File: config.mk
export PLATFORM = sky130hd
export DESIGN_NAME = ppi_div
export DESIGN_NICKNAME = d
export VERILOG_FILES = /design/src/ppi_pkg.sv /design/src/ppi_div.sv
export SDC_FILE = /design/constraint.sdc
export NUM_CORES = 1
export LEC_CHECK = 0
export ABC_AREA = 0
export BUFFER_PORTS_ARGS = -buffer_cell sky130_fd_sc_hd__buf_4
export CAP_MARGIN = 5
export CORE_UTILIZATION = 40
export CTS_CLUSTER_DIAMETER = 40
export DETAILED_ROUTE_END_ITERATION = 6
export PLACE_DENSITY = 0.54
export REMOVE_ABC_BUFFERS = 1
export SLEW_MARGIN = 30
export SYNTH_ARGS = -nofsm -noshare
export SYNTH_HDL_FRONTEND = slang
export SYNTH_SLANG_ARGS = --single-unit
export TNS_END_PERCENT = 30
File: constraint.sdc
create_clock -name clk -period 10.9 [get_ports clk]
set_clock_uncertainty 0.15 [all_clocks]
set_input_delay 0.545 -clock clk [delete_from_list [all_inputs] [get_ports clk]]
set_output_delay 0.545 -clock clk [all_outputs]
set_load 0.01 [all_outputs]
File: src/ppi_pkg.sv
package ppi_pkg;

    typedef enum logic [1:0] {
        CMD_EMIT  = 2'd0,
        CMD_STEP  = 2'd1,
        CMD_READ  = 2'd2,
        CMD_NONE  = 2'd3
    } cmd_t;

    typedef struct packed {
        logic [1:0]         cmd;
        logic signed [31:0] pos_x;
        logic signed [31:0] pos_y;
        logic signed [31:0] pos_z;
        logic signed [31:0] vel_x;
        logic signed [31:0] vel_y;
        logic signed [31:0] vel_z;
        logic [30:0]        life_span;
        logic [30:0]        time_step;
        logic signed [31:0] acc_x;
        logic signed [31:0] acc_y;
        logic signed [31:0] acc_z;
    } req_t;

    typedef struct packed {
        logic signed [31:0] out_x;
        logic signed [31:0] out_y;
        logic signed [31:0] out_z;
        logic [16:0]        life_fraction;
        logic [5:0]         rank;
        logic [6:0]         live_total;
        logic               last;
    } rsp_t;

    typedef struct packed {
        logic signed [31:0] px;
        logic signed [31:0] py;
        logic signed [31:0] pz;
        logic signed [31:0] vx;
        logic signed [31:0] vy;
        logic signed [31:0] vz;
        logic [30:0]        span;
        logic signed [32:0] rem;
        logic [16:0]        frac;
    } slot_t;

    typedef enum logic [3:0] {
        ST_IDLE,
        ST_RD,
        ST_CHK,
        ST_VMUL,
        ST_VADD,
        ST_PMUL,
        ST_PADD,
        ST_DIV,
        ST_WB,
        ST_OUT
    } state_t;

    localparam logic signed [48:0] SAT_HI = 49'sd2147483647;
    localparam logic signed [48:0] SAT_LO = -49'sd2147483648;

    function automatic logic signed [31:0] sat32(input logic signed [48:0] v);
        logic signed [31:0] r;
        if (v > SAT_HI)
            r = 32'sh7fffffff;
        else if (v < SAT_LO)
            r = 32'sh80000000;
        else
            r = v[31:0];
        return r;
    endfunction

endpackage

File: src/ppi_div.sv
module ppi_div
    import ppi_pkg::*;
(
    input  logic        clk,
    input  logic        rst_n,
    input  logic        start,
    input  logic [48:0] num,
    input  logic [30:0] den,
    output logic        done,
    output logic [16:0] quo
);
    logic [48:0] rem_reg, rem_next;
    logic [17:0] q_reg, q_next;
    logic [5:0]  cnt_reg, cnt_next;
    logic        run_reg, run_next;
    logic [49:0] trial;
    logic [48:0] dsh;

    always_comb
    begin
        dsh      = 49'(den) << (6'd17 - cnt_reg);
        trial    = {1'b0, rem_reg} - {1'b0, dsh};
        rem_next = rem_reg;
        q_next   = q_reg;
        cnt_next = cnt_reg;
        run_next = run_reg;
        done     = 1'b0;
        if (start)
        begin
            rem_next = num;
            q_next   = '0;
            cnt_next = '0;
            run_next = 1'b1;
        end
        else if (run_reg)
        begin
            if (!trial[49] && (den == '0 || (49'(den) << (6'd17 - cnt_reg)) >> (6'd17 - cnt_reg)
                == 49'(den)))
            begin
                rem_next = trial[48:0];
                q_next   = {q_reg[16:0], 1'b1};
            end
            else
                q_next = {q_reg[16:0], 1'b0};
            cnt_next = cnt_reg + 6'd1;
            if (cnt_reg == 6'd17)
            begin
                run_next = 1'b0;
                done     = 1'b1;
            end
        end
        quo = (q_next > 18'd65536) ? 17'd65536 : q_next[16:0];
    end

    always_ff @(posedge clk or negedge rst_n)
    begin
        if (!rst_n)
            run_reg <= 1'b0;
        else
            run_reg <= run_next;
    end

    always_ff @(posedge clk)
    begin
        rem_reg <= rem_next;
        q_reg   <= q_next;
        cnt_reg <= cnt_next;
    end
endmodule

* Yosys cells after proc, flatten, opt, wreduce, memory -nomap -nowiden
Cells that the tools add are included.
** Word-level totals
- RAM bits :: 0
- Bits of input ports :: 83
- Logic and storage cells :: 32
- Output and inout bits :: 18
- Register bits after elaboration :: 74
- Bits in latches :: 0
- Memories :: 0
- Memory bits (read-only) :: 0
** Cells by class
- Multiplexer cells :: 13
- Bitwise operators :: 0
- Equal/unequal tests :: 2
- Reduce and logical (&&, ||, !) cells :: 7
- $lt $le $gt $ge :: 1
- Divide/modulo/power cells :: 0
- Multiply operators :: 0
- Shift-type cells :: 2
- Add/subtract/negate cells :: 3
** Operators by type and width (number)
- $mux 49 :: 3
- $sub 49x49->50 :: 1
- $eq 49x31->1 :: 1
- $shl 31x6->49 :: 1
- $shr 49x6->49 :: 1
- $mux 18 :: 2
- $logic_not 31->1 :: 1
- $gt 18x17->1 const B :: 1
- $mux 17 :: 1
- $mux 1 :: 7
- $add 6x1->6 const B :: 1
- $eq 6x5->1 const B :: 1
- $sub 5x6->6 const A :: 1
- $reduce_bool 2->1 :: 2
- $reduce_and 2->1 :: 1
- $logic_and 1x1->1 :: 1
- $logic_not 1->1 :: 1
- $logic_or 1x1->1 :: 1

* Longest topological paths before layout
- Word-level depth :: 11
- Mapped depth :: 31
- Depth with buffers taken out :: 21

* Least setup slack after synthesis
No wires, ideal clock.
- Path kind :: register to register
- Start :: register cnt_reg[1]
- End :: register rem_reg[0] (enable)
- Library setup time :: 0.408 ns
- Path buffers :: 10
- Cell stages (with the launch flop) :: 31
- Setup slack :: 3.204 ns
- Clock period less this slack :: 7.696 ns
- Arrival time :: 7.139 ns
- Cells stage by stage :: dfxtp_1 -> buf_6 -> buf_6 -> buf_6 -> buf_4 -> inv_1 -> clkbuf_1 -> clkbuf_1 -> buf_2 -> ha_1 -> buf_2 -> inv_1 -> buf_2 -> clkbuf_1 -> mux2_2 -> o22ai_1 -> inv_1 -> ha_1 -> and3_1 -> and3_1 -> and3_1 -> o311ai_0 -> nand4b_1 -> nand4_1 -> a211oi_1 -> o21bai_1 -> o2111ai_1 -> o211ai_1 -> nor4bb_1 -> nand3_2 -> nand2_1
** On the way
- Longest elaborated chain between the ends :: 8
** Ends and longest elaborated chain
- from (decl) :: line ppi_div.sv:14 : logic [5:0] cnt_reg, cnt_next;
- from (signal assigned) :: line ppi_div.sv:67 : cnt_reg <= cnt_next;
- $sub 5x6->6 (*) :: line ppi_div.sv:21, ppi_div.sv:37
- $shl 31x6->49 :: line ppi_div.sv:21, ppi_div.sv:37
- $shr 49x6->49 :: line ppi_div.sv:37 : if (!trial[49] && (den == '0 || (49'(den) << (6'd17 - cnt_reg)) >> (6'd17 - cnt_reg)
- $eq 49x31->1 :: line ppi_div.sv:38 : == 49'(den)))
- $logic_or 1x1->1 :: line ppi_div.sv:37
- $logic_and 1x1->1 (*) :: line ppi_div.sv:37
- $reduce_bool 2->1 (no line) (*)
- $reduce_and 2->1 (no line) (*)
- to (signal assigned) :: line ppi_div.sv:65 : rem_reg <= rem_next;
- to (decl) :: line ppi_div.sv:12 : logic [48:0] rem_reg, rem_next;
Every way passes the cells marked *; elsewhere a longest branch is shown, timed or not.
A chain may end at the register's enable or synchronous reset.

* Worst setup path after layout
- Start :: register cnt_reg[1]
- End :: output port quo[0]
** On the way
- Longest elaborated chain between the ends :: 11
** Ends and longest elaborated chain
- $sub 5x6->6 (*) :: line ppi_div.sv:21, ppi_div.sv:37
- $shl 31x6->49 :: line ppi_div.sv:21, ppi_div.sv:37
- $shr 49x6->49 :: line ppi_div.sv:37
- $eq 49x31->1 :: line ppi_div.sv:38
- $logic_or 1x1->1 :: line ppi_div.sv:37
- $logic_and 1x1->1 (*) :: line ppi_div.sv:37
- $mux 1 (*) :: line ppi_div.sv:37
- $mux 18 (*) :: line ppi_div.sv:35 : else if (run_reg)
- $mux 18 (*) :: line ppi_div.sv:28 : if (start)
- $gt 18x17->1 :: line ppi_div.sv:52 : quo = (q_next > 18'd65536) ? 17'd65536 : q_next[16:0];
- $mux 17 (*) :: line ppi_div.sv:52
- to (decl) :: line ppi_div.sv:10 : output logic [16:0] quo
Marked as above.

==> flow_metrics.py <==
metrics = {
    "clocking": {
        "cts_resized": 0,
        "path_clk_slew_ns": 0.06,
        "hold_buffers": 1,
        "cts_tree": "yes",
        "clkLatencyLatePin_ns": 0.35,
        "cts_root_buf": "clkbuf_16",
        "cts_setup_buffers": 0,
        "cts_sinks": 74,
        "cts-htree-levels": 3,
        "cts_buffers": 9,
        "cts_buffer_depth": 2,
    },
    "yosys": {
        "ys_types": 106,
        "synth_most_common_cell": "nand2_1",
        "ys_seq_area_share_pct": 16.1,
        "avgSynthCellArea_um2": 8.05,
        "synth_top_cell_area_share_pct": 12.0,
        "synth_largest_area_cell": "edfxtp_1",
        "synth_cells": 1530,
        "async_reset_ff_share_pct": 1.35,
        "synth_commonest_cells": "nand2_1 (176), nor2_1 (121), o21ai_0 (107)",
        "yosys_warnings": 0,
        "netlist_area_um2": 12300,
        "synth-main-ff-cell": "edfxtp_1",
        "yosys-top-cells-area": "edfxtp_1 (12%), mux4_2 (9.3%), nand2_1 (5.4%)",
        "synth_edf_count": 49,
        "ys_ff_latch": 74,
    },
    "sta": {
        "slew-limit-headroom_pct": 25.8,
        "tns_ns": 0,
        "min_period_ns": 8.92,
        "fin_ws_ns": 1.98,
        "hold_viol_final": 0,
        "fmax_mhz": 112,
        "worst_pin_slew_ns": 1.09,
        "setup_viol": 0,
        "finalCritPeriodShare_pct": 81.8,
        "rsz0062_at_grt": "no",
        "drv_slew": 0,
    },
    "pwr": {
        "finalPower_uw": 3010,
        "leakagePower_uw": 0.00529,
        "power_density_nw_per_um2": 221,
        "vdd_drop_max_uv": 128,
    },
    "routing": {
        "wire_per_inst_um": 30.9,
        "drt-initial-drc-count": 2144,
        "drc": 0,
        "vias": 14100,
        "first_pass_iters": 6,
        "vias_per_cell": 7.16,
        "wl_um": 60700,
        "postRouteAntennaNets": 0,
    },
    "floorplanning": {
        "die_area_um2": 31500,
        "core_area_um2": 30000,
        "start_util_pct": 41.1,
        "io_pins": 101,
        "fp.dieH_um": 177,
        "rows": 63,
        "dieWidth_um": 177,
    },
    "critical_path": {
        "cp.arrival_ns": 8.22,
        "path_cells": "clkinv_1, ha_2, buf_4, inv_2, buf_4, a221o_1, nand2_1, o22ai_1, inv_1, ha_1, and3_1, and3_1, and3_1, o311ai_0, nand4b_1, nand4_1, a211oi_1, o21bai_1, o2111ai_1, o211ai_1, nor4bb_1, nand3_2, a211oi_2, buf_4",
        "crit_path_start_kind": "flop",
        "critPathMaxFanout": 70,
        "worstSetupPathType": "reg -> out",
        "crit_path_end_kind": "primary output",
        "reg2reg_slack_ns": 2.12,
        "worst_path_dominant_cell_family": "compound AO/OA/AOI/OAI gates",
        "crit_buf_inv": 6,
        "cp.required_ns": 10.21,
        "crit_path_max_incr_delay_ns": 0.89,
        "critPathSlowestCell": "dfxtp_4",
    },
    "global_routing": {
        "grt_util_all_layers_pct": 38.4,
        "overflow": 0,
        "antenna_found_initial": 0,
        "grt_pass1_wl_um": 88300,
        "grt_pass1_vias": 13100,
        "grt_max_degree": 77,
    },
    "cells_and_area": {
        "syn_to_final_growth_pct": 10.9,
        "fin_area_um2": 13700,
        "drive_gt1_share_pct": 17.9,
        "nets": 1706,
        "multiInputGateArea_um2": 9670,
        "largest_register_ffs": 49,
        "fillCellCount": 3086,
        "seq_area_um2": 1980,
        "diodes": 0,
    },
    "place": {
        "port_buffers": 100,
        "dp_worst_setup_slack_ns": 2.36,
        "gp_congestion": 1.03,
        "dp.final_hpwl_um": 46200,
        "place_area_um2": 13300,
    },
    "hold_path": {
        "min_path_type": "in -> reg",
    },
    "run_status": {
        "status": "complete, no violations",
    },
    "flow_run": {
        "drv_cap": 0,
    },
}
[kinds of logic after synthesis]
logic type	after synthesis	share of synthesized area (%)
AO/OA/AOI/OAI	534	30.8
multiplexers	140	17.1
buffers and inverters	149	5.72
AND/OR/NAND/NOR	528	20.9
flip-flops	74	16.1
XOR/XNOR	53	4.11
adder cells (fa/ha/maj)	52	5.33
[routing by layer]
metal	GRT usage, %	share of wire, %	wire (um)
met1	52.0	41	24800
met5	0	0	0
met4	21.7	6.3	3820
met3	8.25	11	6890
met2	56.0	41	25200
[worst paths after layout]
| check | from | endpoint | cells after the start |
|---|---|---|---|
| worst max-delay path | cnt_reg[1] | quo[0] | 24 |
| worst min-delay path | num[43] | rem_reg[43] | 3 |
| worst max register to register | cnt_reg[1] | rem_reg[10] | 24 |
| worst min register to register | q_reg[15] | q_reg[16] | 2 |
| max in group asynchronous | rst_n | run_reg | 2 |
| min in group asynchronous | rst_n | run_reg | 2 |
[area by class of cell]
cell class	count	area share (%)
multi-input combinational	1307	70.8
sequential	74	14.5
tap	390	3.57
clock buffer	11	1.85
inverter	40	1.10
clock inverter	5	0.431
timing repair buffer	140	7.71
[cells in the final DEF (no fill, tap or decap), types with 10 or more instances in the layout]
cell type and count:
nand2_1 175, buf_4 139, nor2_1 119, o21ai_0 107, a21oi_1 70, mux2i_1 60
nor3_1 60, mux4_2 51, ha_1 49, edfxtp_1 49, a21o_1 40, inv_1 34
nand3_1 34, xnor2_1 30, mux2_2 26, o211ai_1 26, nand2b_1 23, dfxtp_1 22
o21a_1 20, a221oi_1 20, o22ai_1 19, a22oi_1 19, xor2_1 19, nor2b_1 18
o221ai_1 17, nand4_1 16, o21ai_1 13, a211oi_1 13, o31ai_1 13, nor4_1 12
and2_1 11, a31oi_1 11, a22o_1 11, and3_1 11, o32ai_1 10, a211o_1 10
[worst register-to-register path, delay by kind of cell (launching register included)]
| family | cells | cell delay, ns |
|---|---|---|
| adders and majority gates | 2 | 0.73 |
| buffers and inverters | 6 | 2.37 |
| AOI/OAI and AO/OA | 7 | 2.11 |
| and+or+nand+nor | 9 | 2.11 |
| DFF | 1 | 0.89 |
[report_power, final]
part           switching (uW)  leakage, uW  internal [uW]
logic                    1420      0.00444            841
clock network             124     0.000157            191
registers                44.4     0.000689            390
total                    1590      0.00529           1420
[through the flow]
step           utilization, %  hold slack (ns)  std cells
3_3_place_gp             44.5            0.173       1950
4_1_cts                  45.6            0.316       1967
6_report                 45.6            0.329       1967
5_1_grt                  45.6            0.323       1967
3_5_place_dp             44.5            0.172       1950
2_1_floorplan               -           0.0994       1421
(Power assumes the default switching activity.)
